[config.mk]
export PLATFORM = sky130hd
export DESIGN_NAME = wamp_front
export DESIGN_NICKNAME = d
export VERILOG_FILES = /design/src/rtl/wamp_pkg.sv /design/src/rtl/wamp_front.sv
export SDC_FILE = /design/constraint.sdc
export NUM_CORES = 2
export LEC_CHECK = 0
export BUFFER_PORTS_ARGS = -buffer_cell sky130_fd_sc_hd__buf_4
export CAP_MARGIN = 10
export CORE_MARGIN = 4
export CORE_UTILIZATION = 45
export CTS_BUF_LIST = sky130_fd_sc_hd__clkbuf_16
export CTS_CLUSTER_SIZE = 25
export DETAILED_ROUTE_END_ITERATION = 12
export MAX_ROUTING_LAYER = met4
export PLACE_DENSITY = 0.67
export SLEW_MARGIN = 20
export SYNTH_ARGS = -nofsm -noshare
export SYNTH_HDL_FRONTEND = slang
export SYNTH_SLANG_ARGS = --single-unit
[constraint.sdc]
create_clock -name clock -period 13.3 [get_ports clock]
set_input_delay 1.995 -clock clock [delete_from_list [all_inputs] [get_ports clock]]
set_output_delay 1.995 -clock clock [all_outputs]
set_load 0.02 [all_outputs]
[src/rtl/wamp_pkg.sv]
`timescale 1ns / 1ps
// wamp_pkg: shared widths, record summary type, register indexes and back-end states
package wamp_pkg;

   // field widths
   localparam int SAMPLE_W    = 16;
   localparam int ZO_W        = 24;
   localparam int VPC_W       = 32;
   localparam int CSR_W       = 32;
   localparam int OUT_W       = 48;
   localparam int RMS_W       = 47;
   localparam int CNT_OUT_W   = 17;

   // record length limit and sample counter
   localparam int MAX_SAMPLES = 65536;
   localparam int CNT_W       = $clog2(MAX_SAMPLES + 1);

   // offset-corrected count, its square (q.12) and the running sums
   localparam int D_W         = SAMPLE_W + 9;
   localparam int SQ_W        = 2 * (D_W - 1) - 4;
   localparam int OSUM_W      = 42;
   localparam int SQSUM_W     = 60;
   localparam int MEAN_W      = D_W + 4;

   // shared multiplier, divider and square root
   localparam int MUL_W       = VPC_W + 1;
   localparam int PROD_W      = 2 * MUL_W;
   localparam int DIV_W       = SQSUM_W;
   localparam int DIV_CNT_W   = $clog2(DIV_W + 1);
   localparam int RAD_W       = SQ_W + 18;
   localparam int ROOT_W      = RAD_W / 2;
   localparam int REM_W       = ROOT_W + 2;
   localparam int STEP_W      = $clog2(ROOT_W);

   // summary queue between front and back
   localparam int QDEPTH      = 2;
   localparam int QPTR_W      = $clog2(QDEPTH);
   localparam int QLVL_W      = $clog2(QDEPTH + 1);

   // configuration registers
   localparam int CSR_IDX_W   = 1;
   localparam logic signed [ZO_W-1:0]  ZO_RESET  = '0;
   localparam logic signed [VPC_W-1:0] VPC_RESET = VPC_W'(32'h0100_0000);

   typedef enum logic [CSR_IDX_W-1:0] {
      CSR_ZERO_OFFSET     = 1'b0,
      CSR_VOLTS_PER_COUNT = 1'b1
   } csr_index_type;

   // statistics of one finished record
   typedef struct packed {
      logic [SAMPLE_W-1:0] max_count;
      logic [SAMPLE_W-1:0] min_count;
      logic [OSUM_W-1:0]   offset_sum;
      logic [SQSUM_W-1:0]  square_sum;
      logic [CNT_W-1:0]    count;
      logic                overflow;
   } record_type;

   typedef enum logic [3:0] {
      BK_IDLE,
      BK_MUL_MAX,
      BK_MUL_MIN,
      BK_MEAN_START,
      BK_MEAN_WAIT,
      BK_MUL_MEAN,
      BK_SQ_WAIT,
      BK_SQRT,
      BK_MUL_RMS,
      BK_FINISH
   } back_state_type;

endpackage

[src/rtl/wamp_front.sv]
`timescale 1ns / 1ps
// wamp_front: sample intake, squaring pipeline and per-record accumulators
module wamp_front (
   input  logic                                  clock,
   input  logic                                  reset,
   input  logic                                  req_valid,
   output logic                                  req_stall,
   input  logic signed [wamp_pkg::SAMPLE_W-1:0]  req_sample,
   input  logic                                  req_last_sample,
   input  logic signed [wamp_pkg::ZO_W-1:0]      zero_offset,
   input  logic [wamp_pkg::QLVL_W-1:0]           queue_level,
   output logic                                  push,
   output wamp_pkg::record_type                  push_data
);

   localparam logic signed [wamp_pkg::OSUM_W-1:0] OSUM_MAX =
      {1'b0, {(wamp_pkg::OSUM_W-1){1'b1}}};
   localparam logic signed [wamp_pkg::OSUM_W-1:0] OSUM_MIN =
      {1'b1, {(wamp_pkg::OSUM_W-1){1'b0}}};

   logic                                 req_accept;
   logic [wamp_pkg::QLVL_W:0]            pending;

   logic                                 s1_valid_ff;
   logic                                 s1_last_ff;
   logic signed [wamp_pkg::SAMPLE_W-1:0] s1_sample_ff;
   logic signed [wamp_pkg::D_W-1:0]      s1_d_ff;
   logic signed [wamp_pkg::D_W-1:0]      s1_d_in;

   logic                                 s2_valid_ff;
   logic                                 s2_last_ff;
   logic signed [wamp_pkg::SAMPLE_W-1:0] s2_sample_ff;
   logic signed [wamp_pkg::D_W-1:0]      s2_d_ff;
   logic [wamp_pkg::SQ_W-1:0]            s2_sq_ff;
   logic signed [2*wamp_pkg::D_W-1:0]    square;

   logic signed [wamp_pkg::SAMPLE_W-1:0] min_ff, min_in;
   logic signed [wamp_pkg::SAMPLE_W-1:0] max_ff, max_in;
   logic signed [wamp_pkg::OSUM_W-1:0]   osum_ff, osum_in;
   logic [wamp_pkg::SQSUM_W-1:0]         sqsum_ff, sqsum_in;
   logic [wamp_pkg::CNT_W-1:0]           cnt_ff, cnt_in;
   logic                                 ovf_ff, ovf_in;
   logic signed [wamp_pkg::OSUM_W:0]     osum_wide;
   logic [wamp_pkg::SQSUM_W:0]           sqsum_wide;

   // hold off new samples while every summary slot is spoken for
   always_comb begin
      pending = (wamp_pkg::QLVL_W+1)'(queue_level)
              + (wamp_pkg::QLVL_W+1)'(s1_valid_ff & s1_last_ff)
              + (wamp_pkg::QLVL_W+1)'(s2_valid_ff & s2_last_ff);
      req_stall  = (pending >= (wamp_pkg::QLVL_W+1)'(wamp_pkg::QDEPTH));
      req_accept = req_valid & ~req_stall;
   end

   // stage 1: offset correction, q.8
   assign s1_d_in = wamp_pkg::D_W'($signed({req_sample, 8'h00}))
                  - wamp_pkg::D_W'(zero_offset);

   always_ff @(posedge clock) begin
      if (reset) begin
         s1_valid_ff <= 1'b0;
      end else begin
         s1_valid_ff <= req_accept;
      end
   end

   always_ff @(posedge clock) begin
      if (req_accept) begin
         s1_sample_ff <= req_sample;
         s1_last_ff   <= req_last_sample;
         s1_d_ff      <= s1_d_in;
      end
   end

   // stage 2: square, truncated to q.12
   assign square = s1_d_ff * s1_d_ff;

   always_ff @(posedge clock) begin
      if (reset) begin
         s2_valid_ff <= 1'b0;
      end else begin
         s2_valid_ff <= s1_valid_ff;
      end
   end

   always_ff @(posedge clock) begin
      if (s1_valid_ff) begin
         s2_sample_ff <= s1_sample_ff;
         s2_last_ff   <= s1_last_ff;
         s2_d_ff      <= s1_d_ff;
         s2_sq_ff     <= square[wamp_pkg::SQ_W+3:4];
      end
   end

   // stage 3: saturating accumulation, samples past the limit only flag overflow
   always_comb begin
      min_in   = min_ff;
      max_in   = max_ff;
      osum_in  = osum_ff;
      sqsum_in = sqsum_ff;
      cnt_in   = cnt_ff;
      ovf_in   = ovf_ff;

      osum_wide  = (wamp_pkg::OSUM_W+1)'(osum_ff) + (wamp_pkg::OSUM_W+1)'(s2_d_ff);
      sqsum_wide = {1'b0, sqsum_ff} + (wamp_pkg::SQSUM_W+1)'(s2_sq_ff);

      if (s2_valid_ff) begin
         if (cnt_ff >= wamp_pkg::CNT_W'(wamp_pkg::MAX_SAMPLES)) begin
            ovf_in = 1'b1;
         end else begin
            if (cnt_ff == '0) begin
               min_in = s2_sample_ff;
               max_in = s2_sample_ff;
            end else begin
               if (s2_sample_ff < min_ff) min_in = s2_sample_ff;
               if (s2_sample_ff > max_ff) max_in = s2_sample_ff;
            end
            if (osum_wide[wamp_pkg::OSUM_W] != osum_wide[wamp_pkg::OSUM_W-1]) begin
               osum_in = osum_wide[wamp_pkg::OSUM_W] ? OSUM_MIN : OSUM_MAX;
            end else begin
               osum_in = osum_wide[wamp_pkg::OSUM_W-1:0];
            end
            sqsum_in = sqsum_wide[wamp_pkg::SQSUM_W] ? '1
                                                     : sqsum_wide[wamp_pkg::SQSUM_W-1:0];
            cnt_in   = cnt_ff + 1'b1;
         end
      end

      push                 = s2_valid_ff & s2_last_ff;
      push_data.max_count  = max_in;
      push_data.min_count  = min_in;
      push_data.offset_sum = osum_in;
      push_data.square_sum = sqsum_in;
      push_data.count      = cnt_in;
      push_data.overflow   = ovf_in;
   end

   // record state, cleared when a record closes
   always_ff @(posedge clock) begin
      if (reset || push) begin
         osum_ff  <= '0;
         sqsum_ff <= '0;
         cnt_ff   <= '0;
         ovf_ff   <= 1'b0;
      end else begin
         osum_ff  <= osum_in;
         sqsum_ff <= sqsum_in;
         cnt_ff   <= cnt_in;
         ovf_ff   <= ovf_in;
      end
   end

   // min and max are reloaded by the first sample of every record
   always_ff @(posedge clock) begin
      min_ff <= min_in;
      max_ff <= max_in;
   end

endmodule

==> impl_results.md <==
* Outcome: complete, no violations
* Largest net degree at the start of global routing at 75
* Clk_lat worst skew at 0.54 ns
* First-pass GRT wire length at 158 mm
* Clock Skews at 0.0263 ns
* Number of nets in the layout at 4960
* Seq/Total Area, Yosys at 18.7%
* Synthesis-to-finish area growth at 10.1%
* FILL cells at 7440
* Post-detail-place hpwl at 76.8 mm
* Final Hold Viols at 0
* Syn_area_per_cell at 9.48 um2
* DR vias/cell at 5.35
* Total die area at 86800 um2
* Worst reg2reg path depth at 25
* Critical path data arrival time at 8.45 ns
* Post-CTS sizing at 0
* Critical R2R Capture: s2_sq_ff[37]$_DFFE_PP_
* Placed instance area at 39600 um2
* Worst-path maximum fanout at 20
* Mapped Cells at 3902
* DR vias at 27387
* Design area at 40700 um2
* Routed length per instance at 19.1 um
* Slew Limit Fails at 0
* Hold Crit Start: s1_sample_ff[8]$_DFFE_PP_
* WS Path Type: flop to flop
* Grt total ovfl at 0
* # IOs at 200
* Max Clk Rate at 122 MHz
* Final period util at 61.4%
* Post-synth EDFFs at 128
* Layout cells sized above 1 at 9.23%
* Warnings from Yosys at 0
* Worst hold path class: flop to flop
* Clock slew at reported path FFs at 0.06 ns
* Die W at 295 um
* Die height at 295 um
* Setup TNS at 0 ns
* Post-Route WL at 97.8 mm
* Clock Tree Buf Depth at 3
* Tot GR Track Use at 23.8%
* Worst setup SP type: flop
* Core box area at 80900 um2
* DR iter-0 viols at 1821
* Hold buffers post-CTS at 0
* Yosys cell types at 88
* DRT Pass-1 Iters at 5
* Starting Density at 45.7%
* Num Clock Sinks at 282
* Reg2reg start: s1_d_ff[9]$_DFFE_PP_
* Main synth FF type: dfxtp_1
* H-tree depth at 2
* Post-CTS Setup Bufs at 0
* Synth Cell Area at 37000 um2
* Setup slack, reg-to-reg at 5.13 ns
* CTS tree: yes
* #FFs+latches synth at 282
* Residual DRC count at 0
* Post-route ant nets at 0
* Inserted Clock Buffers at 34
* Initial antenna violation count at 1
* Row count at 104
* PortBufs at 199
* Vias in the first global route at 28983
* RSZ-0062 raised after global routing: no
* Post-synth net total at 4826
* Maxcap violations at 0
* Clock root buffer: clkbuf_16
* Routability Congestion at 0.930
* Most frequent cells in the layout: inv_1 (787), fa_1 (594), nand2_1 (306)
* Final worst path period need at 8.17 ns
* Hold Path Depth at 0
* Setup crit end kind: flop
* Least-Margin Pin Slew at 1.04 ns
* Most common cell after layout, fill and taps aside: inv_1
* ANT cells at 0
* Slew margin rel. at 30.4%
* Worst Path Required at 13.58 ns
* Finish-stage setup viols at 0
* Hold Crit Endpoint: s2_sample_ff[8]$_DFFE_PP_
* FFs w/ async S/R, synth at 0%
## worst max-delay path by stage
stage	from	to	slack, ns
after global placement	s1_d_ff[8]$_DFFE_PP_	s2_sq_ff[37]$_DFFE_PP_	5.35
final	s1_d_ff[9]$_DFFE_PP_	s2_sq_ff[37]$_DFFE_PP_	5.13
after CTS	s1_d_ff[12]$_DFFE_PP_	s2_sq_ff[37]$_DFFE_PP_	5.21
after global routing	s1_d_ff[2]$_DFFE_PP_	s2_sq_ff[37]$_DFFE_PP_	4.72
after detailed placement	s1_d_ff[12]$_DFFE_PP_	s2_sq_ff[37]$_DFFE_PP_	5.22
after floorplan	s1_d_ff[3]$_DFFE_PP_	s2_sq_ff[41]$_DFFE_PP_	6.03
## per-layer routing
| layer | vias to the layer above | routed length, um | global-route usage [%] |
|---|---|---|---|
| li1 | 12780 | - | - |
| met1 | 13728 | 41200 | 30.0 |
| met2 | 712 | 48200 | 40.4 |
| met3 | 167 | 4780 | 2.36 |
| met4 | 0 | 3650 | 8.20 |
| met5 | - | 0 | - |
## Yosys cell counts (110+ instances only)
master / instances / share of area [%]
and2_1: 177 / 3.0
a21oi_1: 221 / 3.0
nand2_1: 306 / 3.1
xnor2_1: 110 / 2.6
fa_1: 594 / 32
a21o_1: 112 / 2.3
clkbuf_1: 121 / 1.2
edfxtp_1: 128 / 10
ha_1: 284 / 9.6
dfxtp_1: 154 / 8.3
inv_1: 778 / 7.9
nor2_1: 199 / 2.0
## registers in the layout (all words and copies together) (netlist names)
| signal | flops |
|---|---|
| s1_valid_ff | 1 |
| s1_last_ff | 1 |
| s2_valid_ff | 1 |
| max_ff | 16 |
| min_ff | 16 |
| ovf_ff | 1 |
| s1_d_ff | 25 |
| s2_sample_ff | 16 |
| s2_d_ff | 25 |
| osum_ff | 42 |
| cnt_ff | 17 |
| s1_sample_ff | 16 |
| s2_last_ff | 1 |
| s2_sq_ff | 44 |
| sqsum_ff | 60 |
## per-stage QoR
step | std cells | setup WS (ns) | utilization [%] | hold WS, ns
5_1_grt | 5121 | 4.72 | 50.3 | 0.423
2_1_floorplan | 3902 | 6.03 | - | 0.400
3_3_place_gp | 5060 | 5.35 | 48.9 | 0.401
6_report | 5121 | 5.13 | 50.3 | 0.418
3_5_place_dp | 5060 | 5.22 | 48.9 | 0.405
4_1_cts | 5121 | 5.21 | 50.3 | 0.418
## critical path: stages (launching register included)
cell      delay (ns)
edfxtp_1        0.32
buf_4           0.32
clkinv_1        0.51
nor2_1          0.37
inv_1           0.12
fa_1            0.54
inv_1           0.05
fa_1            0.50
fa_1            0.55
ha_1            0.15
inv_1           0.05
fa_1            0.47
inv_1           0.06
fa_1            0.55
fa_1            0.41
ha_1            0.36
and3_1          0.24
nor2b_1         0.27
nand4b_1        0.20
a211o_1         0.37
a21oi_1         0.24
o21ai_0         0.20
o21ai_1         0.48
nand3_1         0.14
a211o_1         0.29
xnor2_1         0.12
## cell type report
class	instances	area [um2]	area share, %
clock buffers	36	901	2.21
clock inverters	25	246	0.606
well taps	1060	1330	3.26
repair buffers	235	1760	4.33
multi-input cells	2698	26600	65.3
inverters	785	2950	7.24
flip-flops and latches	282	6930	17.0
## logic make-up after synthesis
group | share of synthesized area (%)
DFF | 18.7
and+or+nand+nor | 12.4
adders and majority gates | 41.8
xor gates and xnor gates | 4.14
buffers and inverters | 9.47
muxes | 1.36
AOI/OAI and AO/OA | 12.1
Power is left out: the tool's default activity adds up to more than one toggle a clock period on the data nets, which glitch-free logic cannot reach.
