===== config.mk =====
export PLATFORM = sky130hd
export DESIGN_NAME = wamp_div
export DESIGN_NICKNAME = d
export VERILOG_FILES = /design/src/rtl/wamp_pkg.sv /design/src/rtl/wamp_div.sv
export SDC_FILE = /design/constraint.sdc
export NUM_CORES = 1
export LEC_CHECK = 0
export BUFFER_PORTS_ARGS = -buffer_cell sky130_fd_sc_hd__buf_2
export CORE_UTILIZATION = 48
export CTS_BUF_LIST = sky130_fd_sc_hd__clkbuf_16
export CTS_CLUSTER_DIAMETER = 200
export DETAILED_ROUTE_END_ITERATION = 12
export PLACE_DENSITY = 0.75
export RECOVER_POWER = 25
export REMOVE_ABC_BUFFERS = 1
export SYNTH_ARGS = -nofsm -noshare
export SYNTH_HDL_FRONTEND = slang
export SYNTH_SLANG_ARGS = --single-unit

===== constraint.sdc =====
create_clock -name clock -period 2.55 [get_ports clock]
set_input_delay 0 -clock clock [delete_from_list [all_inputs] [get_ports clock]]
set_output_delay 0 -clock clock [all_outputs]
set_load 0.03 [all_outputs]

===== src/rtl/wamp_pkg.sv =====
`timescale 1ns / 1ps
// wamp_pkg: shared widths, record summary type, register indexes and back-end states
package wamp_pkg;

   // field widths
   localparam int SAMPLE_W    = 16;
   localparam int ZO_W        = 24;
   localparam int VPC_W       = 32;
   localparam int CSR_W       = 32;
   localparam int OUT_W       = 48;
   localparam int RMS_W       = 47;
   localparam int CNT_OUT_W   = 17;

   // record length limit and sample counter
   localparam int MAX_SAMPLES = 65536;
   localparam int CNT_W       = $clog2(MAX_SAMPLES + 1);

   // offset-corrected count, its square (q.12) and the running sums
   localparam int D_W         = SAMPLE_W + 9;
   localparam int SQ_W        = 2 * (D_W - 1) - 4;
   localparam int OSUM_W      = 42;
   localparam int SQSUM_W     = 60;
   localparam int MEAN_W      = D_W + 4;

   // shared multiplier, divider and square root
   localparam int MUL_W       = VPC_W + 1;
   localparam int PROD_W      = 2 * MUL_W;
   localparam int DIV_W       = SQSUM_W;
   localparam int DIV_CNT_W   = $clog2(DIV_W + 1);
   localparam int RAD_W       = SQ_W + 18;
   localparam int ROOT_W      = RAD_W / 2;
   localparam int REM_W       = ROOT_W + 2;
   localparam int STEP_W      = $clog2(ROOT_W);

   // summary queue between front and back
   localparam int QDEPTH      = 2;
   localparam int QPTR_W      = $clog2(QDEPTH);
   localparam int QLVL_W      = $clog2(QDEPTH + 1);

   // configuration registers
   localparam int CSR_IDX_W   = 1;
   localparam logic signed [ZO_W-1:0]  ZO_RESET  = '0;
   localparam logic signed [VPC_W-1:0] VPC_RESET = VPC_W'(32'h0100_0000);

   typedef enum logic [CSR_IDX_W-1:0] {
      CSR_ZERO_OFFSET     = 1'b0,
      CSR_VOLTS_PER_COUNT = 1'b1
   } csr_index_type;

   // statistics of one finished record
   typedef struct packed {
      logic [SAMPLE_W-1:0] max_count;
      logic [SAMPLE_W-1:0] min_count;
      logic [OSUM_W-1:0]   offset_sum;
      logic [SQSUM_W-1:0]  square_sum;
      logic [CNT_W-1:0]    count;
      logic                overflow;
   } record_type;

   typedef enum logic [3:0] {
      BK_IDLE,
      BK_MUL_MAX,
      BK_MUL_MIN,
      BK_MEAN_START,
      BK_MEAN_WAIT,
      BK_MUL_MEAN,
      BK_SQ_WAIT,
      BK_SQRT,
      BK_MUL_RMS,
      BK_FINISH
   } back_state_type;

endpackage


===== src/rtl/wamp_div.sv =====
`timescale 1ns / 1ps
// wamp_div: restoring divider, one quotient bit per cycle
module wamp_div (
   input  logic                          clock,
   input  logic                          reset,
   input  logic                          start,
   input  logic [wamp_pkg::DIV_W-1:0]    dividend,
   input  logic [wamp_pkg::CNT_W-1:0]    divisor,
   output logic                          done,
   output logic [wamp_pkg::DIV_W-1:0]    quotient
);

   logic                               busy_ff, busy_in;
   logic                               done_ff, done_in;
   logic [wamp_pkg::DIV_CNT_W-1:0]     iter_ff, iter_in;
   logic [wamp_pkg::DIV_W-1:0]         quo_ff, quo_in;
   logic [wamp_pkg::CNT_W-1:0]         rem_ff, rem_in;
   logic [wamp_pkg::CNT_W-1:0]         dsr_ff, dsr_in;
   logic [wamp_pkg::CNT_W:0]           trial;
   logic [wamp_pkg::CNT_W:0]           diff;
   logic                               fits;

   // one shift-and-subtract step
   always_comb begin
      trial = {rem_ff, quo_ff[wamp_pkg::DIV_W-1]};
      diff  = trial - {1'b0, dsr_ff};
      fits  = (trial >= {1'b0, dsr_ff});

      busy_in = busy_ff;
      done_in = 1'b0;
      iter_in = iter_ff;
      quo_in  = quo_ff;
      rem_in  = rem_ff;
      dsr_in  = dsr_ff;

      if (start) begin
         busy_in = 1'b1;
         iter_in = wamp_pkg::DIV_CNT_W'(wamp_pkg::DIV_W);
         quo_in  = dividend;
         rem_in  = '0;
         dsr_in  = divisor;
      end else if (busy_ff) begin
         iter_in = iter_ff - 1'b1;
         quo_in  = {quo_ff[wamp_pkg::DIV_W-2:0], fits};
         rem_in  = fits ? diff[wamp_pkg::CNT_W-1:0] : trial[wamp_pkg::CNT_W-1:0];
         if (iter_ff == wamp_pkg::DIV_CNT_W'(1)) begin
            busy_in = 1'b0;
            done_in = 1'b1;
         end
      end
   end

   always_ff @(posedge clock) begin
      if (reset) begin
         busy_ff <= 1'b0;
         done_ff <= 1'b0;
         iter_ff <= '0;
      end else begin
         busy_ff <= busy_in;
         done_ff <= done_in;
         iter_ff <= iter_in;
      end
   end

   always_ff @(posedge clock) begin
      quo_ff <= quo_in;
      rem_ff <= rem_in;
      dsr_ff <= dsr_in;
   end

   assign done     = done_ff;
   assign quotient = quo_ff;

endmodule


==> results.md, run 1 <==
* Status: completed
* GRT Util Overall at 24.1%
* Max cap viols at 0
* Largest net degree at the start of global routing at 102
* Final Cycle Share at 98.5%
* Number of buffers created by CTS at 9
* Dpl hpwl at 7.83 mm
* Slew HR at 65.1%
* Diode count at 0
* Total Routed Length at 12.9 mm
* Routed Antenna Nets at 0
* Nets at 736
* Netlist cell types at 58
* Slew of the pin with the lowest slew margin at 0.523 ns
* Sequential share of the synthesized area at 55.2%
* Maximum vdd ir drop at 672 uV
* Core Util, Final at 70.2%
* Peak fanout along the critical path at 6
* CP Data Arrival Time at 2.78 ns
* Cells on Worst Hold Path at 4
* Final hold viol count at 0
* H-tree Lvls at 3
* Layout area overhead at 42.3%
* Critical Path RT at 2.82 ns
* Final Skew at 0.00864 ns
* Initial antenna violation count at 0
* Ys Warns at 0
* Minimum clock period at 2.51 ns
* Startpoint types: register
* RSZ-0062 raised after global routing: true
* Finish-stage setup viols at 0
* P_leak at 0.00305 uW
* Via density at 5.25
* WS Path Type: reg -> reg
* Num Clock Sinks at 102
* DR WL/cell at 16.7 um
* Port Buffers at 140
* EDFF count, synth at 77
* Hold Slack at 0.0947 ns
* P per Cell Area at 661 mW/mm^2
* CP startpoint: quotient[59]
* Syn_area_per_cell at 12.6 sq um
* HP Start: start
* Worst-Skew Late Latency at 0.36 ns
* CTS Root Cell: clkbuf_16
* Reg2reg start: quotient[59]
* Grt ovf at 0
* Largest area contributor in the netlist: edfxtp_1
* Initial core utilization at 49.3%
* Die H at 105 um
* Final Slew Violations at 0
* Die W at 105 um
* Asr flop ratio synth at 0%
* First-pass GRT wire length at 20.6 mm
* DRC violations left at 0
* Clock transition at path regs at 0.07 ns
* Post-Syn Area at 0.00509 sq mm
* Fmax at 0.398 GHz
* GPL Wtd Cong at 0.805
* Endpoint, Worst Hold: rem_ff[13]
* DRT Pass-1 Iters at 4
* Site Rows at 37
* Vias in the first global route at 4271
* DR vias at 4082
* Top FF cell, synth: edfxtp_1
* Core Footprint at 0.0103 sq mm
* Die footprint at 0.0110 sq mm
* Top cells by area, synth: edfxtp_1 45%, mux2_2 13%, dfxtp_1 9.8%
* Fillcell total at 694
* Hold Crit Class: in -> reg
* Io pins at 141
* Cells after Synth at 405
* DR iter-0 viols at 140
* R2R setup slack at 0.04 ns
* Area occupied by multi-input gates at 0.00217 sq mm
* Setup crit end kind: register
* Share of cells above drive strength 1 at 39.3%
* Clock Path Buffers at 2
* #FFs+latches synth at 102
* R2R Path End: rem_ff[0]
* Register-to-Register Path Depth at 10
* TritonCTS clock tree: built
* FF/Latch Area at 0.00281 sq mm
* Post-synth top area share at 45.4%
-- critical path, cell delays in order (launching register included) --
cell and delay (ns):
edfxtp_1 0.40, inv_2 0.10, ha_4 0.13, inv_2 0.03, fa_2 0.33, a21o_1 0.21
a221oi_4 0.34, o211ai_2 0.13, a21o_4 0.26, mux2_4 0.30, a211oi_2 0.18
-- cells in the mapped netlist (all sizes together) (2+ instances only) --
| master | count |
|---|---|
| a211oi | 10 |
| a21o | 12 |
| a21oi | 12 |
| a311o | 2 |
| a311oi | 3 |
| a31oi | 4 |
| and2 | 3 |
| and3 | 2 |
| buf | 4 |
| clkbuf | 13 |
| dfxtp | 25 |
| edfxtp | 77 |
| ha | 19 |
| inv | 26 |
| mux2 | 61 |
| mux2i | 7 |
| nand2 | 18 |
| nand2b | 7 |
| nand3 | 4 |
| nand4 | 2 |
| nand4b | 2 |
| nor2 | 33 |
| nor3 | 4 |
| nor3b | 2 |
| nor4b | 2 |
| o211ai | 4 |
| o21a | 3 |
| o21ai | 7 |
| o21bai | 2 |
| o311ai | 2 |
| xnor2 | 11 |
| xor2 | 4 |
-- timing repair --
| item | 4_1_cts | 5_1_grt |
|---|---|---|
| pin swaps | 12 | 10 |
| endpoints found under the hold margin | 85 | 0 |
| setup endpoints to repair | 17 | 18 |
| gates cloned | 1 | 0 |
| buffers inserted | 3 | 2 |
| gates resized for setup | 11 | 8 |
| hold buffers | 78 | 0 |
-- metrics by stage --
stage               setup WS, ns  total power (uW)  TNS, ns  instance area [sq um]  cells
floorplan                 -0.362              2780   -19.36                   5010    388
global placement          -0.117              3100   -0.388                   6020    677
detailed placement        -0.166              3130    -1.30                   6020    677
CTS                      0.00551              4780        0                   7200    775
global route             -0.0539              4980   -0.377                   7250    777
finish                    0.0371              4790        0                   7250    777
-- layer usage --
layer	vias to the layer above	share of wire, %	track usage, %
met1	1954	41	27.1
li1	1969	-	-
met4	0	2.3	9.05
met2	135	51	42.7
met3	24	6.3	7.55
met5	-	0	0
-- cells in the final DEF, fill, tap and decap left out, drive strengths merged, types with 4 or more instances in the layout --
master and instances:
xnor2 11, o211ai 4, clkbuf 11, edfxtp 77, dfxtp 25, nand2 18
mux2 61, nand3 4, a21oi 12, mux2i 7, dlygate4sd3 78, a31oi 4
nand2b 7, inv 29, a211oi 10, a21o 12, o21ai 7, xor2 4
buf 157, nor3 4, ha 19, nor2 33
-- area by class of cell --
type / count / share of cell area [%]
clock buffers: 9 / 3.11
inverters: 26 / 1.35
well taps: 136 / 2.35
flip-flops and latches: 102 / 38.8
repair buffers: 237 / 23.0
clock inverters: 7 / 1.42
multi-input cells: 260 / 29.9
-- worst max path at each step --
stage / endpoint / slack, ns / cells after the start
after floorplan: rem_ff[0] / -0.36 / 10
after global placement: rem_ff[8] / -0.12 / 11
after detailed placement: rem_ff[8] / -0.17 / 11
after CTS: rem_ff[0] / 0.006 / 10
after global routing: rem_ff[0] / -0.05 / 10
final: rem_ff[0] / 0.04 / 10
-- state kept, by name (all words and copies together) (netlist names) --
| name | flops |
|---|---|
| busy_ff | 1 |
| done | 1 |
| quotient | 60 |
| iter_ff | 6 |
| rem_ff | 17 |
| dsr_ff | 17 |
-- power breakdown --
group / total (uW) / internal [uW] / switching [uW] / leakage, uW
clock: 1530 / 875 / 651 / 0.000158
combinational: 1200 / 532 / 664 / 0.00192
sequential: 2070 / 1980 / 96.6 / 0.000976
-- cells by family (layout without fill, tap and decap cells) --
logic type | Yosys count | after routing | share of synthesized area [%]
flip-flops | 102 | 102 | 55.2
AND/OR/NAND/NOR | 82 | 82 | 7.66
AO/OA/AOI/OAI | 75 | 75 | 11.0
multiplexers | 68 | 68 | 14.9
buffers and inverters | 43 | 279 | 3.56
adder cells (fa/ha/maj) | 20 | 20 | 5.06
XOR/XNOR | 15 | 15 | 2.58
No activity file was read; power rests on OpenSTA's default activity.
==> inputs of run 2 (changes only) <==
--- a/config.mk
+++ b/config.mk
@@ -10,9 +10,11 @@
 export CTS_BUF_LIST = sky130_fd_sc_hd__clkbuf_16
 export CTS_CLUSTER_DIAMETER = 200
 export DETAILED_ROUTE_END_ITERATION = 12
+export MAX_ROUTING_LAYER = met4
 export PLACE_DENSITY = 0.75
 export RECOVER_POWER = 25
 export REMOVE_ABC_BUFFERS = 1
 export SYNTH_ARGS = -nofsm -noshare
 export SYNTH_HDL_FRONTEND = slang
 export SYNTH_SLANG_ARGS = --single-unit
+export TNS_END_PERCENT = 10
==> run 2 against run 1 <==
Cell area about the same; register-to-register slack about the same; critical path depth unchanged; sequential cell count unchanged; first-iteration DRC count up 19%; via count up 0.12%; cell count unchanged.
==> results.md, run 2 (synthesis gave the netlist of run 1 again) <==
* Final Cycle Share at 98.5% (about the same)
* P per Cell Area at 661 mW/mm^2 (about the same)
* Reg2reg start: quotient[59]
* RSZ-0062 raised after global routing: true
* GPL Wtd Cong at 0.817 (+1.5%)
* Slowest stage delay, CP at 0.40 ns (about the same)
* First-pass GRT wire length at 20.6 mm (about the same)
* Hold Crit Class: in -> reg
* Slew HR at 65.0% (-0.093 points)
* Initial antenna violation count at 0 (unchanged)
* Max cap viols at 0 (unchanged)
* Clock transition at path regs at 0.07 ns (about the same)
* Commonest non-fill, non-tap cell in the layout: buf_2
* Port Buffers at 140 (unchanged)
* Minimum clock period at 2.51 ns (-0.00159 ns)
* Pre-CTS worst setup slack at -0.166 ns (unchanged)
* Total Routed Length at 12.9 mm (-0.47%)
* WS Path Type: reg -> reg
* Io pins at 141 (unchanged)
* Layout area overhead at 42.2% (about the same)
* Register-to-Register Path Depth at 10 (unchanged)
* Endpoint, Worst Hold: rem_ff[13]
* DR WL/cell at 16.6 um (-0.47%)
* Die H at 105 um (unchanged)
* GRT Util Overall at 24.9% (+0.73 points)
* Die W at 105 um (unchanged)
* Nets at 736 (unchanged)
* Final hold viol count at 0 (unchanged)
* Crit-path cells: inv_2 > ha_4 > inv_2 > fa_2 > a21o_1 > a221oi_4 > o211ai_2 > a21o_4 > mux2_4 > a211oi_2
* Clock Path Buffers at 2 (unchanged)
* Slew of the pin with the lowest slew margin at 0.525 ns (+0.00140 ns)
* Setup crit end kind: register
* Setup WS post-layout at 0.0387 ns (+0.00159 ns)
* Hold Slack at 0.0956 ns (+0.000897 ns)
* Cells on Worst Hold Path at 4 (unchanged)
* Fin cells at 777 (unchanged)
* Most frequent CP cell: inv_2
* Fmax at 0.398 GHz (about the same)
* Core Util, Final at 70.1% (about the same)
* Core Footprint at 0.0103 sq mm (unchanged)
* R2R setup slack at 0.04 ns (about the same)
* DR vias at 4087 (+0.12%)
* Peak fanout along the critical path at 6 (unchanged)
* Worst-Skew Late Latency at 0.35 ns (about the same)
* DR iter-0 viols at 167 (+19%)
* Grt ovf at 0 (unchanged)
* Initial core utilization at 49.3% (unchanged)
* Diode count at 0 (unchanged)
* H-tree Lvls at 3 (unchanged)
* Final Skew at 0.00692 ns (-0.00172 ns)
* Num Clock Sinks at 102 (unchanged)
* Share of cells above drive strength 1 at 39.2% (-0.16 points)
* Largest net degree at the start of global routing at 102 (unchanged)
* Worst-path cell with the longest stage delay: edfxtp_1
* R2R Path End: rem_ff[0]
* Via density at 5.26 (+0.12%)
* Dpl hpwl at 7.83 mm (unchanged)
* Finish-stage setup viols at 0 (unchanged)
* Max reg flops at 60 (unchanged)
* DRC violations left at 0 (unchanged)
* Maximum vdd ir drop at 668 uV (-0.70%)
* Vias in the first global route at 4265 (-0.14%)
* Cell Area, Placed at 0.00602 sq mm (unchanged)
* Cells after DPL at 677 (unchanged)
* Critical Path RT at 2.82 ns (about the same)
* DRT Pass-1 Iters at 5 (+1)
* Final Slew Violations at 0 (unchanged)
* Number of buffers created by CTS at 9 (unchanged)
* TritonCTS clock tree: built
* Most frequent cells in the layout: 138 x buf_2, 78 x dlygate4sd3_1, 77 x edfxtp_1
* Site Rows at 37 (unchanged)
* HP Start: start
* P_leak at 0.00305 uW (about the same)
* Startpoint types: register
* Routed Antenna Nets at 0 (unchanged)
* CTS Root Cell: clkbuf_16
* Status: completed
* Die footprint at 0.0110 sq mm (unchanged)
* Post-Layout Inst Area at 0.00724 sq mm (about the same)
* CP Data Arrival Time at 2.78 ns (about the same)
-- run 2: cell counts in the layout (fill, tap and decap cells not counted) --
Identical to the previous run, type by type.
-- run 2: what timing repair did --
action / 4_1_cts / 5_1_grt
setup endpoints to repair: 17 / 18
cloned: 1 / 0
hold buffers: 78 / 0
resized for setup: 11 / 7
pin swaps: 12 / 8
hold endpoints to repair: 85 / 0
setup buffers: 3 / 2
-- run 2: cell type report --
cell class                 instances  area, sq um
tap                              136          170
fill                             697         3080
clock inverter                     7          103
clock buffer                       9          225
multi-input combinational        260         2160
sequential                       102         2810
timing repair buffer             237         1670
inverter                          26         97.6
-- run 2: report_power, final --
group	switching [uW]	leakage, uW	internal [uW]	total, uW
Combinational	662	0.00192	531	1190
Clock	649	0.000158	874	1520
Sequential	96.6	0.000976	1980	2070
Total	1410	0.00305	3380	4790
-- run 2: worst max path at each step --
stage	from	end	slack, ns	cells past startpoint
after global routing	quotient[59]	rem_ff[0]	-0.05	10
after detailed placement	quotient[59]	rem_ff[8]	-0.17	11
after global placement	quotient[59]	rem_ff[8]	-0.12	11
after floorplan	quotient[59]	rem_ff[0]	-0.36	10
after CTS	quotient[59]	rem_ff[0]	0.006	10
final	quotient[59]	rem_ff[0]	0.04	10
-- run 2: metal layers --
layer | global-route usage [%] | wire length (um) | vias up
met5 | - | 0 | -
met4 | 9.05 | 297 | 0
met3 | 6.36 | 679 | 24
met2 | 42.7 | 6530 | 133
met1 | 28.0 | 5380 | 1959
li1 | - | - | 1971
-- run 2: critical path, delay by kind of cell (launching register included) --
kind | cells | cell delay, ns
AOI/OAI and AO/OA | 5 | 1.12
adders and majority gates | 2 | 0.46
buffers and inverters | 2 | 0.13
DFF | 1 | 0.40
muxes | 1 | 0.30
-- run 2: stage by stage --
stage | setup TNS [ns] | total power (uW)
after floorplan | -19.36 | 2780
after global placement | -0.388 | 3100
after detailed placement | -1.30 | 3130
after CTS | 0 | 4780
after global routing | -0.379 | 4980
final | 0 | 4790
