**src/rtl/wamp_pkg.sv**
```systemverilog
`timescale 1ns / 1ps
// wamp_pkg: shared widths, record summary type, register indexes and back-end states
package wamp_pkg;

   // field widths
   localparam int SAMPLE_W    = 16;
   localparam int ZO_W        = 24;
   localparam int VPC_W       = 32;
   localparam int CSR_W       = 32;
   localparam int OUT_W       = 48;
   localparam int RMS_W       = 47;
   localparam int CNT_OUT_W   = 17;

   // record length limit and sample counter
   localparam int MAX_SAMPLES = 65536;
   localparam int CNT_W       = $clog2(MAX_SAMPLES + 1);

   // offset-corrected count, its square (q.12) and the running sums
   localparam int D_W         = SAMPLE_W + 9;
   localparam int SQ_W        = 2 * (D_W - 1) - 4;
   localparam int OSUM_W      = 42;
   localparam int SQSUM_W     = 60;
   localparam int MEAN_W      = D_W + 4;

   // shared multiplier, divider and square root
   localparam int MUL_W       = VPC_W + 1;
   localparam int PROD_W      = 2 * MUL_W;
   localparam int DIV_W       = SQSUM_W;
   localparam int DIV_CNT_W   = $clog2(DIV_W + 1);
   localparam int RAD_W       = SQ_W + 18;
   localparam int ROOT_W      = RAD_W / 2;
   localparam int REM_W       = ROOT_W + 2;
   localparam int STEP_W      = $clog2(ROOT_W);

   // summary queue between front and back
   localparam int QDEPTH      = 2;
   localparam int QPTR_W      = $clog2(QDEPTH);
   localparam int QLVL_W      = $clog2(QDEPTH + 1);

   // configuration registers
   localparam int CSR_IDX_W   = 1;
   localparam logic signed [ZO_W-1:0]  ZO_RESET  = '0;
   localparam logic signed [VPC_W-1:0] VPC_RESET = VPC_W'(32'h0100_0000);

   typedef enum logic [CSR_IDX_W-1:0] {
      CSR_ZERO_OFFSET     = 1'b0,
      CSR_VOLTS_PER_COUNT = 1'b1
   } csr_index_type;

   // statistics of one finished record
   typedef struct packed {
      logic [SAMPLE_W-1:0] max_count;
      logic [SAMPLE_W-1:0] min_count;
      logic [OSUM_W-1:0]   offset_sum;
      logic [SQSUM_W-1:0]  square_sum;
      logic [CNT_W-1:0]    count;
      logic                overflow;
   } record_type;

   typedef enum logic [3:0] {
      BK_IDLE,
      BK_MUL_MAX,
      BK_MUL_MIN,
      BK_MEAN_START,
      BK_MEAN_WAIT,
      BK_MUL_MEAN,
      BK_SQ_WAIT,
      BK_SQRT,
      BK_MUL_RMS,
      BK_FINISH
   } back_state_type;

endpackage

```
**src/rtl/wamp_back.sv**
```systemverilog
`timescale 1ns / 1ps
// wamp_back: per-record sequencer for scaling, mean, root and result register
module wamp_back (
   input  logic                                  clock,
   input  logic                                  reset,
   input  logic                                  queue_not_empty,
   input  wamp_pkg::record_type                  queue_data,
   output logic                                  queue_pop,
   input  logic signed [wamp_pkg::ZO_W-1:0]      zero_offset,
   input  logic signed [wamp_pkg::VPC_W-1:0]     volts_per_count,
   output logic                                  div_start,
   output logic [wamp_pkg::DIV_W-1:0]            div_dividend,
   output logic [wamp_pkg::CNT_W-1:0]            div_divisor,
   input  logic                                  div_done,
   input  logic [wamp_pkg::DIV_W-1:0]            div_quotient,
   output logic                                  rsp_valid,
   input  logic                                  rsp_stall,
   output logic signed [wamp_pkg::OUT_W-1:0]     rsp_max_volts,
   output logic signed [wamp_pkg::OUT_W-1:0]     rsp_min_volts,
   output logic signed [wamp_pkg::OUT_W-1:0]     rsp_peak_to_peak,
   output logic signed [wamp_pkg::OUT_W-1:0]     rsp_mean_volts,
   output logic [wamp_pkg::RMS_W-1:0]            rsp_rms_volts,
   output logic [wamp_pkg::CNT_OUT_W-1:0]        rsp_sample_count,
   output logic                                  rsp_count_overflow
);

   localparam int CNTX_W = (wamp_pkg::CNT_W > wamp_pkg::CNT_OUT_W) ? wamp_pkg::CNT_W
                                                                   : wamp_pkg::CNT_OUT_W;
   localparam logic signed [wamp_pkg::PROD_W-1:0] HALF_16 = wamp_pkg::PROD_W'(1 << 15);
   localparam logic signed [wamp_pkg::PROD_W-1:0] HALF_20 = wamp_pkg::PROD_W'(1 << 19);
   localparam logic signed [wamp_pkg::PROD_W-1:0] HALF_23 = wamp_pkg::PROD_W'(1 << 22);

   wamp_pkg::back_state_type              state_ff, state_in;
   wamp_pkg::record_type                  rec_ff, rec_in;

   logic signed [wamp_pkg::MUL_W-1:0]     mul_a, mul_b;
   logic                                  mul_en;
   logic signed [wamp_pkg::PROD_W-1:0]    prod_ff, prod_in;

   logic signed [wamp_pkg::OUT_W-1:0]     vmax_ff, vmax_in;
   logic signed [wamp_pkg::OUT_W-1:0]     vmin_ff, vmin_in;
   logic signed [wamp_pkg::OUT_W-1:0]     peak_ff, peak_in;
   logic signed [wamp_pkg::MEAN_W-1:0]    mean12_ff, mean12_in;
   logic signed [wamp_pkg::OUT_W-1:0]     mean_ff, mean_in;

   logic [wamp_pkg::RAD_W-1:0]            rad_ff, rad_in;
   logic [wamp_pkg::ROOT_W-1:0]           root_ff, root_in;
   logic [wamp_pkg::REM_W-1:0]            rem_ff, rem_in;
   logic [wamp_pkg::STEP_W-1:0]           step_ff, step_in;
   logic [wamp_pkg::REM_W+1:0]            rem_sh, trial;
   logic                                  fits;

   logic                                  rsp_valid_ff, rsp_valid_in;
   logic                                  out_load;
   logic signed [wamp_pkg::OUT_W-1:0]     out_max_ff, out_min_ff, out_peak_ff, out_mean_ff;
   logic [wamp_pkg::RMS_W-1:0]            out_rms_ff, rms_in;
   logic [wamp_pkg::CNT_OUT_W-1:0]        out_cnt_ff, cnt_sat;
   logic                                  out_ovf_ff;

   logic signed [wamp_pkg::MUL_W-1:0]     zo_ext, vpc_ext, vpc_mag;
   logic signed [wamp_pkg::MUL_W-1:0]     max_term, min_term;
   logic signed [wamp_pkg::PROD_W-1:0]    rnd16, rnd20, rnd23;
   logic [wamp_pkg::OSUM_W-1:0]           osum_mag;
   logic [wamp_pkg::DIV_W-1:0]            mean_dvd;
   logic [wamp_pkg::MEAN_W-1:0]           q_mean;
   logic [CNTX_W-1:0]                     cnt_x;

   // operands and rounding shared by the sequence
   always_comb begin
      zo_ext   = wamp_pkg::MUL_W'(zero_offset);
      vpc_ext  = wamp_pkg::MUL_W'(volts_per_count);
      vpc_mag  = volts_per_count[wamp_pkg::VPC_W-1] ? -vpc_ext : vpc_ext;
      max_term = wamp_pkg::MUL_W'($signed({rec_ff.max_count, 8'h00})) - zo_ext;
      min_term = wamp_pkg::MUL_W'($signed({rec_ff.min_count, 8'h00})) - zo_ext;

      rnd16 = prod_ff + HALF_16;
      rnd20 = prod_ff + HALF_20;
      rnd23 = prod_ff + HALF_23;
      rms_in = wamp_pkg::RMS_W'(rnd23 >>> 23);

      // mean rounds half away from zero: magnitude plus half the count
      osum_mag = rec_ff.offset_sum[wamp_pkg::OSUM_W-1] ? -rec_ff.offset_sum
                                                       : rec_ff.offset_sum;
      mean_dvd = wamp_pkg::DIV_W'({osum_mag, 4'h0})
               + wamp_pkg::DIV_W'(rec_ff.count >> 1);
      q_mean   = div_quotient[wamp_pkg::MEAN_W-1:0];

      cnt_x   = CNTX_W'(rec_ff.count);
      cnt_sat = (cnt_x > CNTX_W'({wamp_pkg::CNT_OUT_W{1'b1}})) ? '1
                                                              : wamp_pkg::CNT_OUT_W'(cnt_x);

      // digit-by-digit square root step
      rem_sh = {rem_ff, rad_ff[wamp_pkg::RAD_W-1 -: 2]};
      trial  = (wamp_pkg::REM_W+2)'({root_ff, 2'b01});
      fits   = (rem_sh >= trial);

      div_dividend = (state_ff == wamp_pkg::BK_MEAN_START) ? mean_dvd
                                                           : rec_ff.square_sum;
      div_divisor  = rec_ff.count;
   end

   // sequencer: next state and datapath controls
   always_comb begin
      state_in   = state_ff;
      rec_in     = rec_ff;
      vmax_in    = vmax_ff;
      vmin_in    = vmin_ff;
      peak_in    = peak_ff;
      mean12_in  = mean12_ff;
      mean_in    = mean_ff;
      rad_in     = rad_ff;
      root_in    = root_ff;
      rem_in     = rem_ff;
      step_in    = step_ff;
      mul_a      = '0;
      mul_b      = '0;
      mul_en     = 1'b0;
      queue_pop  = 1'b0;
      div_start  = 1'b0;
      out_load   = 1'b0;

      case (state_ff)
         wamp_pkg::BK_IDLE: begin
            if (queue_not_empty) begin
               queue_pop = 1'b1;
               rec_in    = queue_data;
               state_in  = wamp_pkg::BK_MUL_MAX;
            end
         end
         wamp_pkg::BK_MUL_MAX: begin
            mul_a    = max_term;
            mul_b    = vpc_ext;
            mul_en   = 1'b1;
            state_in = wamp_pkg::BK_MUL_MIN;
         end
         wamp_pkg::BK_MUL_MIN: begin
            vmax_in  = wamp_pkg::OUT_W'(rnd16 >>> 16);
            mul_a    = min_term;
            mul_b    = vpc_ext;
            mul_en   = 1'b1;
            state_in = wamp_pkg::BK_MEAN_START;
         end
         wamp_pkg::BK_MEAN_START: begin
            vmin_in   = wamp_pkg::OUT_W'(rnd16 >>> 16);
            div_start = 1'b1;
            state_in  = wamp_pkg::BK_MEAN_WAIT;
         end
         wamp_pkg::BK_MEAN_WAIT: begin
            peak_in = vmax_ff - vmin_ff;
            if (div_done) begin
               mean12_in = rec_ff.offset_sum[wamp_pkg::OSUM_W-1] ? -q_mean : q_mean;
               state_in  = wamp_pkg::BK_MUL_MEAN;
            end
         end
         wamp_pkg::BK_MUL_MEAN: begin
            mul_a     = wamp_pkg::MUL_W'(mean12_ff);
            mul_b     = vpc_ext;
            mul_en    = 1'b1;
            div_start = 1'b1;
            state_in  = wamp_pkg::BK_SQ_WAIT;
         end
         wamp_pkg::BK_SQ_WAIT: begin
            mean_in = wamp_pkg::OUT_W'(rnd20 >>> 20);
            if (div_done) begin
               rad_in   = {div_quotient[wamp_pkg::SQ_W-1:0], 18'h0};
               root_in  = '0;
               rem_in   = '0;
               step_in  = wamp_pkg::STEP_W'(wamp_pkg::ROOT_W - 1);
               state_in = wamp_pkg::BK_SQRT;
            end
         end
         wamp_pkg::BK_SQRT: begin
            rem_in  = fits ? wamp_pkg::REM_W'(rem_sh - trial) : wamp_pkg::REM_W'(rem_sh);
            root_in = {root_ff[wamp_pkg::ROOT_W-2:0], fits};
            rad_in  = rad_ff << 2;
            step_in = step_ff - 1'b1;
            if (step_ff == '0) begin
               state_in = wamp_pkg::BK_MUL_RMS;
            end
         end
         wamp_pkg::BK_MUL_RMS: begin
            mul_a    = wamp_pkg::MUL_W'(root_ff);
            mul_b    = vpc_mag;
            mul_en   = 1'b1;
            state_in = wamp_pkg::BK_FINISH;
         end
         wamp_pkg::BK_FINISH: begin
            if (!rsp_valid_ff || !rsp_stall) begin
               out_load = 1'b1;
               state_in = wamp_pkg::BK_IDLE;
            end
         end
         default: begin
            state_in = wamp_pkg::BK_IDLE;
         end
      endcase

      prod_in      = mul_a * mul_b;
      rsp_valid_in = out_load | (rsp_valid_ff & rsp_stall);
   end

   always_ff @(posedge clock) begin
      if (reset) begin
         state_ff     <= wamp_pkg::BK_IDLE;
         rsp_valid_ff <= 1'b0;
         step_ff      <= '0;
      end else begin
         state_ff     <= state_in;
         rsp_valid_ff <= rsp_valid_in;
         step_ff      <= step_in;
      end
   end

   // working registers of the current record
   always_ff @(posedge clock) begin
      rec_ff    <= rec_in;
      vmax_ff   <= vmax_in;
      vmin_ff   <= vmin_in;
      peak_ff   <= peak_in;
      mean12_ff <= mean12_in;
      mean_ff   <= mean_in;
      rad_ff    <= rad_in;
      root_ff   <= root_in;
      rem_ff    <= rem_in;
      if (mul_en) begin
         prod_ff <= prod_in;
      end
   end

   // result register, frees the sequencer while a transaction waits
   always_ff @(posedge clock) begin
      if (out_load) begin
         out_max_ff  <= vmax_ff;
         out_min_ff  <= vmin_ff;
         out_peak_ff <= peak_ff;
         out_mean_ff <= mean_ff;
         out_rms_ff  <= rms_in;
         out_cnt_ff  <= cnt_sat;
         out_ovf_ff  <= rec_ff.overflow;
      end
   end

   assign rsp_valid          = rsp_valid_ff;
   assign rsp_max_volts      = out_max_ff;
   assign rsp_min_volts      = out_min_ff;
   assign rsp_peak_to_peak   = out_peak_ff;
   assign rsp_mean_volts     = out_mean_ff;
   assign rsp_rms_volts      = out_rms_ff;
   assign rsp_sample_count   = out_cnt_ff;
   assign rsp_count_overflow = out_ovf_ff;

endmodule

```
**config.mk**
```make
export PLATFORM = sky130hd
export DESIGN_NAME = wamp_back
export DESIGN_NICKNAME = d
export VERILOG_FILES = /design/src/rtl/wamp_pkg.sv /design/src/rtl/wamp_back.sv
export SDC_FILE = /design/constraint.sdc
export NUM_CORES = 2
export LEC_CHECK = 0
export BUFFER_PORTS_ARGS = -buffer_cell sky130_fd_sc_hd__clkbuf_2
export CAP_MARGIN = 20
export CORE_AREA = 2 2 414 416
export CTS_BUF_LIST = sky130_fd_sc_hd__clkbuf_16
export DETAILED_ROUTE_END_ITERATION = 6
export DIE_AREA = 0 0 416 418
export PLACE_DENSITY = 0.75
export REMOVE_ABC_BUFFERS = 1
export SLEW_MARGIN = 20
export SYNTH_ARGS = -nofsm -noshare
export SYNTH_HDL_FRONTEND = slang
export SYNTH_SLANG_ARGS = --single-unit
```
**constraint.sdc**
```tcl
create_clock -name clock -period 19.6 [get_ports clock]
set_input_delay 3.92 -clock clock [delete_from_list [all_inputs] [get_ports clock]]
set_output_delay 3.92 -clock clock [all_outputs]
set_load 0.01 [all_outputs]
```
==> flow_summary.json <==
{
  "status": "finished with violations",
  "violations": "design-rule violations",
  "row_count": 151,
  "fp.dieH_um": 418,
  "yosysWarnings": 0,
  "required_ps": 20040,
  "r2r_cells": 35,
  "synthFlopType": "edfxtp_1",
  "firstDrtPassIters": 7,
  "p_leak_nw": 38.2,
  "via_per_inst": 5.49,
  "seq_area_frac_synth_pct": 31.2,
  "irDropWorstVdd_mv": 0.127,
  "dieArea_um2": 174000,
  "place.gp.congestion": 0.966,
  "power.density_nw_per_um2": 107,
  "grt_pass1_wl_mm": 341,
  "r2r_start": "rec_ff[137]",
  "setup_tns_ps": 0,
  "crit_slowest_cell": "fa_1",
  "hpwl_mm": 177,
  "postRouteAntennaNets": 0,
  "period_needed_ps": 15670,
  "synthTopCellsByArea": "edfxtp_1 (31%), fa_1 (30%), inv_1 (6.9%)",
  "hp-start": "peak_ff[46]",
  "htreeDepth": 3,
  "synth_top_area_share_pct": 30.9,
  "netlist_area_um2": 75900,
  "numPortBuffers": 593,
  "layout-drive-gt1-share_pct": 11.7,
  "synth-seq-cells": 791,
  "drtIter0Drc": 5010,
  "wl_mm": 223,
  "final-setup-viol-count": 0,
  "start_kind": "input pin",
  "die_w_um": 416,
  "maxCapViolations": 0,
  "clk_latency_ps": 720,
  "finalCritPeriodShare_pct": 80.0,
  "cp-end-kind": "flop",
  "cts_resized": 0,
  "hold_end": "rsp_peak_to_peak[46]",
  "crit_fanout": 22,
  "num-nets-final": 9659,
  "gr-total-overflow": 0,
  "clk_pin_slew_worst_paths_ps": 70,
  "first_global_vias": 58600,
  "area_delta_synth_final_pct": 11.2,
  "wl_per_cell_um": 21.8,
  "path_class": "input pin to flop",
  "grt_util_all_layers_pct": 25.8,
  "clockBufferDepth": 3,
  "cts_sinks": 791,
  "finalMaxSlewViolations": 0,
  "final_cell_mix": "inv_1 (1413), fa_1 (1122), nand2_1 (1024), edfxtp_1 (781), nor2_1 (692)",
  "cts-root-buf": "clkbuf_16",
  "hold_violations": 0,
  "r2r_end": "prod_ff[58]",
  "coreArea_um2": 169000,
  "synthArstFlopShare_pct": 0,
  "start_util_pct": 44.9,
  "synth_cell_types": 90,
  "grt_max_degree": 103,
  "syn_avg_cell_area_um2": 10.1,
  "dp.cells": 10000,
  "crit_arrival_ps": 16120,
  "layout.cells.non_filler": 10200,
  "r2r_setup_slack_ps": 7110,
  "antenna_found_initial": 36,
  "fin_worst_skew_ps": 30.6,
  "crit_top_cell": "fa_1",
  "tritoncts": "yes",
  "cpPeakStageDelay_ps": 1110,
  "ctsHoldBuffers": 0,
  "tightest_slew_ps": 1230,
  "post-cts-setup-buffer-count": 0,
  "vias": 56100,
  "rsz0062_at_grt": "no",
  "drc_errors": 1,
  "hp-class": "flop to flop",
  "synth_edf_count": 781,
  "synth_cells": 7478,
  "fmax_mhz": 63.8,
  "final_common_cell": "inv_1",
  "max_slew_margin_pct": 18.1,
  "whs_path_depth": 0,
  "yosys.area.top_type": "edfxtp_1",
  "io_pins": 610,
  "numCtsBuffers": 85
}
power by group:
part	internal, mW	switching, mW
clock	0.967	0.699
combinational	1.82	3.17
sequential	2.19	0.188
state kept, by name (all words and copies together), names as in the netlist, 4 cells and up:
name / count
rad_ff: 44
rem_ff: 33
step_ff: 5
rsp_sample_count: 17
rec_ff: 135
prod_ff: 51
state_ff: 4
rsp_rms_volts: 43
rsp_mean_volts: 46
vmax_ff: 48
vmin_ff: 48
root_ff: 31
rsp_max_volts: 48
div_divisor: 17
mean12_ff: 29
rsp_peak_to_peak: 48
peak_ff: 48
rsp_min_volts: 48
mean_ff: 46
Yosys cell counts, types with 8 or more instances:
master	count
a211o_1	10
a211oi_1	24
a21o_1	106
a21oi_1	201
a221o_1	14
a221oi_1	10
a22oi_1	17
a31o_2	8
a31oi_1	28
and2_1	60
and3_1	37
and4_1	9
buf_1	23
buf_4	26
clkbuf_1	301
dfxtp_1	10
edfxtp_1	781
fa_1	1123
ha_1	345
inv_1	1394
mux2i_1	23
nand2_1	1027
nand2b_1	24
nand3_1	87
nand3b_1	10
nand4_1	47
nor2_1	698
nor2_2	11
nor2b_1	26
nor3_1	63
nor4_1	16
o211ai_1	13
o21a_1	37
o21ai_0	176
o21ai_1	9
o21bai_1	22
o31a_1	27
o31ai_1	45
o41ai_1	23
or2_2	16
or3_1	25
or4_1	16
xnor2_1	230
xor2_1	174
critical path, delay by kind of cell:
kind,cells,cell delay [ps]
AND/OR/NAND/NOR,6,1820
buffers and inverters,9,1650
AO/OA/AOI/OAI,12,3040
XOR/XNOR,1,150
adder cells (fa/ha/maj),10,5470
cells by family after synthesis:
family | Yosys count | share of synthesized area (%)
AOI/OAI and AO/OA | 834 | 7.27
adders and majority gates | 1468 | 35.3
muxes | 25 | 0.333
and+or+nand+nor | 2202 | 12.4
DFF | 791 | 31.2
buffers and inverters | 1754 | 8.84
xor gates and xnor gates | 404 | 4.66
final cells by class:
type / count / area [µm²]
clock buffers: 86 / 2150
flip-flops and latches: 791 / 23700
diodes: 18 / 45.0
multi-input cells: 4933 / 45900
well taps: 2218 / 2780
clock inverters: 70 / 762
fillers: 14900 / 84700
repair buffers: 711 / 3870
inverters: 1396 / 5240
through the flow:
| stage | hold slack [ps] | setup slack [ps] | cell area, µm² | utilization, % | total power, mW |
|---|---|---|---|---|---|
| after global routing | 421 | 3310 | 84400 | 49.9 | 9.76 |
| after floorplan | 400 | 2980 | 74400 | - | 5.84 |
| final | 405 | 3930 | 84400 | 49.9 | 9.04 |
| after CTS | 396 | 4070 | 84300 | 49.9 | 9.06 |
| after detailed placement | 405 | 3330 | 81400 | 48.1 | 7.37 |
| after global placement | 401 | 3390 | 81400 | 48.1 | 7.22 |
routing by layer:
layer  up-vias  global-route usage, %  wire (µm)
met4        34                   12.7      12400
met2      2946                   41.1     102000
met5         -                      0        264
li1      24600                      -          -
met3       669                   7.87      25400
met1     27900                   32.1      83200
how the worst max path moves through the flow:
stage / end / startpoint / slack (ps)
after floorplan: rsp_count_overflow / rsp_stall / 2980
after global placement: prod_ff[58] / zero_offset[0] / 3390
after detailed placement: prod_ff[58] / zero_offset[0] / 3330
after CTS: prod_ff[58] / zero_offset[0] / 4070
after global routing: prod_ff[58] / zero_offset[0] / 3310
final: prod_ff[58] / zero_offset[0] / 3930
Power figures use the tool's default switching activity.
